[src/hdl/led_bps_pkg.sv]
package led_bps_pkg;

  // Input word kind, carried on tuser
  typedef enum logic {
    CMD_TICK  = 1'b0,
    CMD_START = 1'b1
  } cmd_e;

  // Configuration register indexes
  localparam int unsigned CfgIdxBits = 3;
  localparam logic [CfgIdxBits-1:0] REG_PATTERN_ZERO   = 3'd0;
  localparam logic [CfgIdxBits-1:0] REG_PATTERN_ONE    = 3'd1;
  localparam logic [CfgIdxBits-1:0] REG_PATTERN_TWO    = 3'd2;
  localparam logic [CfgIdxBits-1:0] REG_REPEAT_PATTERN = 3'd3;

  localparam int unsigned CfgDataBits = 64;
  localparam int unsigned SlotBits    = 16;
  localparam int unsigned RepeatBits  = 8;
  localparam int unsigned SelBits     = 2;
  localparam int unsigned NumPatterns = 4;

  // Pattern used for every replay
  localparam logic [SelBits-1:0] REPEAT_SEL = 2'd3;

  typedef struct packed {
    logic                   we;
    logic [CfgIdxBits-1:0]  idx;
    logic [CfgDataBits-1:0] data;
  } cfg_wr_t;

  typedef struct packed {
    cmd_e                  cmd;
    logic [SelBits-1:0]    sel;
    logic [RepeatBits-1:0] rep;
  } item_t;

  typedef struct packed {
    logic led;
    logic busy;
    logic fin;
  } result_t;

endpackage

[src/hdl/led_bps_core.sv]
module led_bps_core #(
  parameter int unsigned STEPS         = 4,
  parameter int unsigned DURATION_BITS = 16
) (
  input  logic                 clk_i,
  input  logic                 rst_ni,
  input  led_bps_pkg::cfg_wr_t cfg_i,
  input  logic                 push_i,
  input  led_bps_pkg::item_t   item_i,
  output led_bps_pkg::result_t res_o
);
  import led_bps_pkg::*;

  localparam int unsigned SW = (STEPS > 1) ? $clog2(STEPS) : 1;
  localparam logic [DURATION_BITS-1:0] DurMax = {DURATION_BITS{1'b1}};
  localparam logic [SW:0] StepsW = (SW+1)'(STEPS);

  logic [DURATION_BITS-1:0] pat_q [NumPatterns][STEPS];

  logic                     running_q, running_d;
  logic                     led_q, led_d;
  logic [SelBits-1:0]       active_q, active_d;
  logic [SW-1:0]            step_q, step_d;
  logic [DURATION_BITS-1:0] elapsed_q, elapsed_d;
  logic [RepeatBits-1:0]    reps_q, reps_d;
  logic                     fin;

  logic [DURATION_BITS-1:0] elapsed_inc;
  logic [DURATION_BITS-1:0] dur_cur;
  logic [DURATION_BITS-1:0] dur_next;
  logic [SW:0]              next_step;
  logic                     next_end;

  // Only the low DURATION_BITS of each 16-bit slot are kept
  always_ff @(posedge clk_i or negedge rst_ni) begin
    if (!rst_ni) begin
      for (int p = 0; p < NumPatterns; p++) begin
        for (int s = 0; s < STEPS; s++) begin
          pat_q[p][s] <= '0;
        end
      end
    end else if (cfg_i.we && (cfg_i.idx <= REG_REPEAT_PATTERN)) begin
      for (int s = 0; s < STEPS; s++) begin
        pat_q[cfg_i.idx[SelBits-1:0]][s] <= cfg_i.data[SlotBits*s +: DURATION_BITS];
      end
    end
  end

  assign elapsed_inc = (elapsed_q < DurMax) ? elapsed_q + 1'b1 : elapsed_q;
  assign dur_cur     = pat_q[active_q][step_q];
  assign next_step   = {1'b0, step_q} + 1'b1;
  assign dur_next    = (next_step < StepsW) ? pat_q[active_q][next_step[SW-1:0]] : '0;
  assign next_end    = (next_step >= StepsW) || (dur_next == '0);

  always_comb begin
    running_d = running_q;
    led_d     = led_q;
    active_d  = active_q;
    step_d    = step_q;
    elapsed_d = elapsed_q;
    reps_d    = reps_q;
    fin       = 1'b0;
    if (item_i.cmd == CMD_START) begin
      running_d = 1'b1;
      led_d     = 1'b1;
      active_d  = item_i.sel;
      step_d    = '0;
      elapsed_d = '0;
      reps_d    = item_i.rep;
    end else if (running_q) begin
      elapsed_d = elapsed_inc;
      if (elapsed_inc >= dur_cur) begin
        elapsed_d = '0;
        if (next_end) begin
          if (reps_q != '0) begin
            // replay: relight and start the repeat pattern
            reps_d   = reps_q - 1'b1;
            led_d    = 1'b1;
            active_d = REPEAT_SEL;
            step_d   = '0;
          end else begin
            led_d     = 1'b0;
            running_d = 1'b0;
            step_d    = '0;
            fin       = 1'b1;
          end
        end else begin
          step_d = next_step[SW-1:0];
          led_d  = ~led_q;
        end
      end
    end
  end

  always_ff @(posedge clk_i or negedge rst_ni) begin
    if (!rst_ni) begin
      running_q <= 1'b0;
      led_q     <= 1'b0;
      active_q  <= '0;
      step_q    <= '0;
      elapsed_q <= '0;
      reps_q    <= '0;
    end else if (push_i) begin
      running_q <= running_d;
      led_q     <= led_d;
      active_q  <= active_d;
      step_q    <= step_d;
      elapsed_q <= elapsed_d;
      reps_q    <= reps_d;
    end
  end

  assign res_o.led  = led_d;
  assign res_o.busy = running_d;
  assign res_o.fin  = fin;

endmodule

[src/hdl/led_blink_pattern_sequencer_top.sv]
// Each result word is registered in the output register, or in the skid register on a stall.
// Throughput: one word per cycle while skid is empty; update and result share one combinational pass.
// A two-entry output stage (register plus skid) keeps input flowing for one stalled result.
// Reset: rst_ni is asynchronous, active low; clears sequencer state, patterns and output valid flags.
module led_blink_pattern_sequencer_top #(
  parameter int unsigned STEPS         = 4,
  parameter int unsigned DURATION_BITS = 16
) (
  input  logic                                 clk_i,
  input  logic                                 rst_ni,
  input  logic                                 cfg_we_i,
  input  logic [led_bps_pkg::CfgIdxBits-1:0]   cfg_idx_i,
  input  logic [led_bps_pkg::CfgDataBits-1:0]  cfg_wdata_i,
  input  logic                                 s_axis_tvalid,
  output logic                                 s_axis_tready,
  input  logic [15:0]                          s_axis_tdata,  // [1:0] pattern_select, [9:2] repeat_count
  input  logic                                 s_axis_tuser,  // [0] cmd
  output logic                                 m_axis_tvalid,
  input  logic                                 m_axis_tready,
  output logic [7:0]                           m_axis_tdata,  // [0] led_level, [1] busy_res
  output logic                                 m_axis_tlast   // finished
);
  import led_bps_pkg::*;

  cfg_wr_t cfg;
  item_t   item;
  result_t res;
  logic    push, pop;

  result_t out_q, skid_q;
  logic    out_valid_q, skid_valid_q;

  assign cfg.we   = cfg_we_i;
  assign cfg.idx  = cfg_idx_i;
  assign cfg.data = cfg_wdata_i;

  assign item.cmd = cmd_e'(s_axis_tuser);
  assign item.sel = s_axis_tdata[SelBits-1:0];
  assign item.rep = s_axis_tdata[SelBits +: RepeatBits];

  assign s_axis_tready = !skid_valid_q;
  assign push = s_axis_tvalid && s_axis_tready;
  assign pop  = out_valid_q && m_axis_tready;

  led_bps_core #(
    .STEPS         (STEPS),
    .DURATION_BITS (DURATION_BITS)
  ) u_core (
    .clk_i  (clk_i),
    .rst_ni (rst_ni),
    .cfg_i  (cfg),
    .push_i (push),
    .item_i (item),
    .res_o  (res)
  );

  always_ff @(posedge clk_i or negedge rst_ni) begin
    if (!rst_ni) begin
      out_valid_q  <= 1'b0;
      skid_valid_q <= 1'b0;
    end else if (skid_valid_q) begin
      if (pop) begin
        out_valid_q  <= 1'b1;
        skid_valid_q <= 1'b0;
      end
    end else if (push) begin
      if (!out_valid_q || pop) begin
        out_valid_q <= 1'b1;
      end else begin
        skid_valid_q <= 1'b1;
      end
    end else if (pop) begin
      out_valid_q <= 1'b0;
    end
  end

  always_ff @(posedge clk_i) begin
    if (skid_valid_q) begin
      if (pop) begin
        out_q <= skid_q;
      end
    end else if (push) begin
      if (!out_valid_q || pop) begin
        out_q <= res;
      end else begin
        skid_q <= res;
      end
    end
  end

  assign m_axis_tvalid = out_valid_q;
  assign m_axis_tdata  = {6'b0, out_q.busy, out_q.led};
  assign m_axis_tlast  = out_q.fin;

  // skid holds a word only behind a pending output word
  a_skid_behind_out: assert property (@(posedge clk_i) disable iff (!rst_ni)
    skid_valid_q |-> out_valid_q)
    else $error("skid word without output word");

  // the sequence-end word reports idle
  a_fin_idle: assert property (@(posedge clk_i) disable iff (!rst_ni)
    (m_axis_tvalid && m_axis_tlast) |-> !m_axis_tdata[1])
    else $error("finished while busy");

  // LED is lit only while a pattern plays
  a_led_busy: assert property (@(posedge clk_i) disable iff (!rst_ni)
    (m_axis_tvalid && m_axis_tdata[0]) |-> m_axis_tdata[1])
    else $error("LED lit while idle");

  // a start word taken into a free output register yields a lit, busy, unfinished result next cycle
  a_start_result: assert property (@(posedge clk_i) disable iff (!rst_ni)
    (push && s_axis_tuser && (!out_valid_q || pop)) |=>
      (m_axis_tvalid && m_axis_tdata[0] && m_axis_tdata[1] && !m_axis_tlast))
    else $error("bad start result");

endmodule

[config.mk]
export PLATFORM = sky130hd
export DESIGN_NAME = led_blink_pattern_sequencer_top
export DESIGN_NICKNAME = d
export VERILOG_FILES = /design/src/hdl/led_bps_pkg.sv /design/src/hdl/led_bps_core.sv /design/src/hdl/led_blink_pattern_sequencer_top.sv
export SDC_FILE = /design/constraint.sdc
export NUM_CORES = 1
export LEC_CHECK = 0
export BUFFER_PORTS_ARGS = -buffer_cell sky130_fd_sc_hd__buf_2
export CAP_MARGIN = 20
export CORE_ASPECT_RATIO = 0.7
export CORE_UTILIZATION = 30
export DETAILED_ROUTE_END_ITERATION = 16
export SLEW_MARGIN = 20
export SYNTH_ARGS = -nofsm -noshare
export SYNTH_HDL_FRONTEND = slang
export SYNTH_SLANG_ARGS = --single-unit
[constraint.sdc]
create_clock -name clk_i -period 5 [get_ports clk_i]
set_clock_uncertainty 0.2 [all_clocks]
set_input_delay 0.25 -clock clk_i [delete_from_list [all_inputs] [get_ports clk_i]]
set_output_delay 0.25 -clock clk_i [all_outputs]
set_load 0.01 [all_outputs]
==> After elaboration in Yosys (flattened, before gate mapping) <==
Cells that the tools add are included.
{ "classes": {"add_sub_neg": 3, "n_lt_le_gt_ge": 10, "eq_ne": 2, "muxes": 67, "n_bitwise": 7, "reduce_logical": 23} }
{ "op_table": {"columns": ["cell", "n"], "rows": [
  ["bitwise mux 256 bit", 4],
  ["demux 64 bit (select 2 bit)", 4],
  ["two-way mux 64 bit", 3],
  ["two-way mux 16 bit", 10],
  ["binary-select mux 64 bit (select 2 bit)", 1],
  ["binary-select mux 16 bit (select 2 bit)", 2],
  ["two-way mux 48 bit", 1],
  ["two-way mux 8 bit", 5],
  ["two-way mux 32 bit", 1],
  ["two-way mux 1 bit", 23],
  ["two-way mux 2 bit", 9],
  ["adder 16 x 1 -> 16 bit, second input constant", 1],
  ["greater-or-equal comparator 16 bit", 1],
  ["zero test 16 bit", 1],
  ["< comparator 16 bit, second input constant", 1],
  ["greater-or-equal comparator 3 bit, second input constant", 5],
  ["nonzero test 2 bit", 7],
  ["two-way mux 3 bit", 4],
  ["inverter 2 -> 3 bit", 4],
  ["AND reduction 3 bit", 4],
  ["nonzero test 8 bit", 1],
  ["subtractor 8 x 1 -> 8 bit, second input constant", 1],
  ["AND reduction 5 bit", 1],
  ["logical AND 1 bit", 4],
  ["10 further kinds", 14]
]} }
{ "word_totals": {"reg_bits": 294, "input_bits": 89, "output_inout_bits": 11, "wordCells": 142} }

==> Logic depth before layout (Yosys ltp) <==
{ "logic_depth": {"ltp_word": 17, "ltp_mapped": 18, "mapped_depth_nobuf": 17} }

==> Hierarchy <==
Synthesis repeated with hierarchy kept, for this count alone.
{ "unflattened": {"hier_cells": 1006, "hier_area_um2": 14381.3} }
{ "by_module_without_submodules": {"columns": ["module", "n_inst", "cells_each", "area_per_inst_um2", "seq_area_each_um2"], "rows": [
  ["led_bps_core", 1, 976, 13982.2, 7156.9],
  ["led_blink_pattern_sequencer_top", 1, 30, 399.1, 230.2]
]} }

==> Worst setup path before layout <==
Ideal clock, no wire load.
{ "synth_timing": {"path_type": "register to register", "startpoint": "reg u_core.elapsed_q[0]", "endpoint": "reg u_core.elapsed_q[9]", "setup_time_ns": 0.083, "arrival_ns": 4.270, "required_ns": 4.717, "setup_slack_ns": 0.447, "stages_incl_launch_ff": 16, "n_path_buf": 0, "synth_period_minus_slack_ns": 4.553, "path_cell_list": "dfrtp_1 > ha_1 > nand2_1 > nor4_1 > nand3_1 > nand2b_1 > nor2_1 > xor2_1 > ha_1 > or4_1 > a221oi_1 > nor4_1 > nor3_1 > nand2_1 > or3_1 > o21ai_0"} }
{ "synth_between": {"elab_chain_len": 6, "elab_cells_between_ends": 7, "cone_classes": "add/sub: 1; order compare: 2; mux: 4"} }
{ "synth_lines": {"columns": ["element", "line_no", "source"], "rows": [
  ["start: declaration", "led_bps_core.sv:24", "logic [DURATION_BITS-1:0] elapsed_q, elapsed_d;"],
  ["start signal: assignment", "led_bps_core.sv:108", "elapsed_q <= elapsed_d;"],
  ["adder 16 x 1 -> 16 bit / < comparator 16 bit (equally long branches)", "led_bps_core.sv:49", "assign elapsed_inc = (elapsed_q < DurMax) ? elapsed_q + 1'b1 : elapsed_q;"],
  ["two-way mux 16 bit *", "led_bps_core.sv:49", null],
  ["greater-or-equal comparator 16 bit", "led_bps_core.sv:72", "if (elapsed_inc >= dur_cur) begin"],
  ["two-way mux 16 bit *", "led_bps_core.sv:72", null],
  ["two-way mux 16 bit *", "led_bps_core.sv:70", "end else if (running_q) begin"],
  ["two-way mux 16 bit *", "led_bps_core.sv:63", "if (item_i.cmd == CMD_START) begin"]
]} }
Mark *: on every way between the ends. The rest lies on a longest branch, timed or not. The select of a mux whose other input is x is not followed.
A chain may end at the register's enable or synchronous reset.

==> Worst setup path after layout <==
{ "layout_timing": {"startpoint": "reg u_core.elapsed_q[0]", "endpoint": "reg u_core.reps_q[4]"} }
{ "layout_between": {"elab_chain_len": 5, "elab_cells_between_ends": 6, "cone_classes": "add/sub: 1; order compare: 2; mux: 1; reduce/logical: 2"} }
{ "layout_lines": {"columns": ["element", "line_no", "source"], "rows": [
  ["adder 16 x 1 -> 16 bit / < comparator 16 bit (equally long branches)", "led_bps_core.sv:49", null],
  ["two-way mux 16 bit *", "led_bps_core.sv:49", null],
  ["greater-or-equal comparator 16 bit *", "led_bps_core.sv:72", null],
  ["nonzero test 2 bit (no line) *", null, null],
  ["AND reduction 5 bit (no line) *", null, null],
  ["end signal: assignment", "led_bps_core.sv:109", "reps_q <= reps_d;"],
  ["end: declaration", "led_bps_core.sv:25", "logic [RepeatBits-1:0] reps_q, reps_d;"]
]} }
Mark *: on every way between the ends. The rest lies on a longest branch, timed or not.

==> out/metrics.yaml <==
run_status:
  status: "finished, final reports clean"
timing:
  tns_ns: 0
  slew_headroom_pct: 31.0
  final_hold_viol_count: 0
  setup_viol: 0
  period_share_pct: 92.3
  max_freq_ghz: 0.217
  worst_slew_pin_slew_ns: 1.03
  post-route-min-period_ns: 4.61
  rsz0062_at_grt: "false"
  drv_slew: 0
synthesis:
  synth_warnings: 0
  synthCells: 988
  syn_avg_cell_area_um2: 14.3
  muxShareOfSynthArea_pct: 33.6
  yosys.area_share.simple_pct: 5.62
  async_reset_ff_share_pct: 98.0
  synth_compound_area_share_pct: 3.46
  synth.cell_area_um2: 14200
  synth-edff-count: 6
  synth_seq_area_share_pct: 52.2
  ys_ff_latch: 294
  synthAdderAreaFrac_pct: 1.77
  ys.flop_type: "dfrtp_1"
  synth-xor-area-share_pct: 0.680
  ys_types: 55
  synth_top_family_by_area: "multiplexers"
min_path:
  hold_path_end: "u_core.reps_q[6]"
  whs_path_depth: 3
  hp-start: "s_axis_tuser"
  hold_class: "input pin to register"
setup_path:
  crit_type: "register to register"
  required_ns: 5.22
  cp-end-kind: "register"
  cp-start-kind: "register"
  r2r_cells: 18
  rrSetupSlack_ns: 0.39
  crit-reg2reg-capture: "u_core.reps_q[4]"
  rr_startpoint: "u_core.elapsed_q[0]"
  cp_max_fo: 10
  worstPathArrival_ns: 4.84
cells_and_area:
  final_cell_mix: "286 x dfrtp_1, 259 x mux2_2, 86 x buf_2, 79 x mux4_2, 78 x dlygate4sd3_1"
  drive_gt1_share_pct: 42.5
  nNetsFinal: 1258
  layout_commonest_cell: "dfrtp_1"
  final_core_util_pct: 36.7
  synthToLayoutAreaGrowth_pct: 20.4
route:
  wl_per_cell_um: 19.5
  drt_wl_total_um: 34800
  vias_per_cell: 5.02
  ant_nets: 0
  dr.pass1.iters: 5
  drt_iter0_markers: 520
  drcViolationCount: 0
  vias: 8965
floorplan:
  die-area_um2: 48100
  core_area_um2: 46500
  start_util_pct: 30.5
  ios: 100
  dieHeight_um: 184
  num_rows: 66
  fp.dieW_um: 262
global_route:
  grt-ovfl-total: 0
  grt_max_degree: 117
  antenna_found_initial: 3
  grt.total_usage_pct: 15.0
  grt_pass1_vias: 9487
  grt_first_pass_wirelength_um: 55900
power:
  peakVddDrop_uv: 281
  power_density_nw_per_um2: 495
  p_leak_nw: 7.16
clock_tree:
  cts_buffer_depth: 3
  cts_tree: "built"
  htree_levels: 1
  post_cts_buffers: 0
  clock_latency_ns: 0.56
  cts_sinks: 294
  root_buffer: "clkbuf_16"
  clk_pin_slew_ns: 0.07
  numCtsBuffers: 29
place:
  gp_congestion: 0.837
  port_buffers: 87
  hpwlAfterDp_um: 23300
job:
  cap_violations: 0
[where the power goes]
part,total (W),internal (W),switching [W],leakage (nW)
logic,0.00309,0.00156,0.00153,3.17
clock network,0.00211,0.00120,0.000909,0.447
registers,0.00323,0.00292,0.000311,3.54
[area by class of cell]
class / instances / area [um^2]
inverter: 24 / 90.1
timing repair buffer: 184 / 1420
fill: 4464 / 29400
multi-input combinational: 616 / 6450
clock buffer: 48 / 887
tap: 612 / 766
clock inverter: 4 / 30.0
antenna: 4 / 10.0
sequential: 294 / 7390
[per-layer routing]
layer / global-route usage (%) / up-vias / part of all wire, %
met5: 0 / - / 0.037
met1: 22.4 / 4729 / 49
met2: 22.8 / 185 / 45
met4: 2.77 / 2 / 1.6
met3: 2.66 / 49 / 4.4
li1: - / 4000 / -
[per-stage QoR]
| step | instances | hold WS (ns) | total power (W) | setup WS [ns] | instance area (um^2) |
|---|---|---|---|---|---|
| after floorplan | 993 | -0.246 | 0.00532 | 0.447 | 14200 |
| after global placement | 1652 | 0.174 | 0.00621 | 0.538 | 15300 |
| after detailed placement | 1652 | 0.183 | 0.00630 | 0.462 | 15300 |
| after CTS | 1782 | 0.0247 | 0.00851 | 0.401 | 17000 |
| after global routing | 1784 | 0.0687 | 0.00890 | 0.0218 | 17000 |
| final | 1786 | 0.0439 | 0.00843 | 0.387 | 17000 |
[worst max-delay path, cell delays in order (launching register included)]
cell and delay (ns):
dfrtp_1 0.43, ha_1 0.25, nand2_1 0.09, nor4_1 0.29, buf_4 0.19, nand3_1 0.25, nand2b_1 0.26, nor2_1 0.11
xor2_1 0.16, ha_1 0.22, or4_1 0.52, a221oi_1 0.29, nor4_1 0.11, buf_4 0.17, o21ai_0 0.37, nand2_1 0.13
buf_4 0.20, o221ai_1 0.18, a21oi_1 0.06
[state kept, by name, indices dropped and copies added, names as in the netlist]
signal,count
u_core.pat_q,256
u_core.elapsed_q,16
u_core.reps_q,8
skid_q,3
m_axis_tdata,2
u_core.active_q,2
u_core.step_q,2
m_axis_tlast,1
m_axis_tvalid,1
skid_valid_q,1
u_core.led_q,1
u_core.running_q,1
[worst max path at each step]
stage	start	endpoint	slack [ns]	cells past startpoint
after CTS	u_core.elapsed_q[0]	u_core.reps_q[4]	0.40	18
after detailed placement	u_core.elapsed_q[0]	u_core.reps_q[4]	0.46	18
after global routing	u_core.elapsed_q[0]	u_core.reps_q[4]	0.02	18
after floorplan	u_core.elapsed_q[0]	u_core.elapsed_q[9]	0.45	15
final	u_core.elapsed_q[0]	u_core.reps_q[4]	0.39	18
after global placement	u_core.elapsed_q[0]	u_core.elapsed_q[11]	0.54	17
[synth_stat cells, types with 2 or more instances]
library cell	n	area share, %
buf_4	8	0.42
o21a_1	2	0.11
buf_1	4	0.11
dfrtp_1	288	51
inv_1	24	0.64
edfxtp_1	6	1.3
a31oi_1	2	0.088
nand4_1	6	0.27
or3_1	7	0.31
a21o_1	8	0.42
mux4_2	79	13
or4_1	5	0.27
nor2b_1	5	0.22
buf_2	8	0.28
and3_1	6	0.27
nand2b_1	2	0.088
nor3b_1	2	0.11
xnor2_1	7	0.43
a21oi_1	15	0.53
ha_1	20	1.8
and2_1	2	0.088
nor2_1	33	0.87
nor4_1	11	0.49
xor2_1	4	0.25
nand2_1	46	1.2
nand3_1	15	0.53
o21ai_0	20	0.71
nor3_1	13	0.46
o31ai_1	6	0.32
a22o_1	6	0.37
mux2i_1	6	0.42
buf_6	2	0.16
o21ai_1	3	0.11
a311oi_1	2	0.12
o221ai_1	2	0.12
mux2_2	259	21
clkbuf_1	36	0.95
[cell families after synthesis]
group | Yosys count
simple gates | 160
flops | 294
fa+ha+maj | 20
xor+xnor | 11
buf+inv | 83
compound gates | 75
mux | 344
other cells | 1
[repair_timing]
| action | 4_1_cts | 5_1_grt |
|---|---|---|
| hold endpoints to repair | 385 | 0 |
| resized for setup | 0 | 1 |
| setup endpoints to repair | 0 | 1 |
| hold buffers | 78 | 0 |
(Power assumes the default switching activity.)
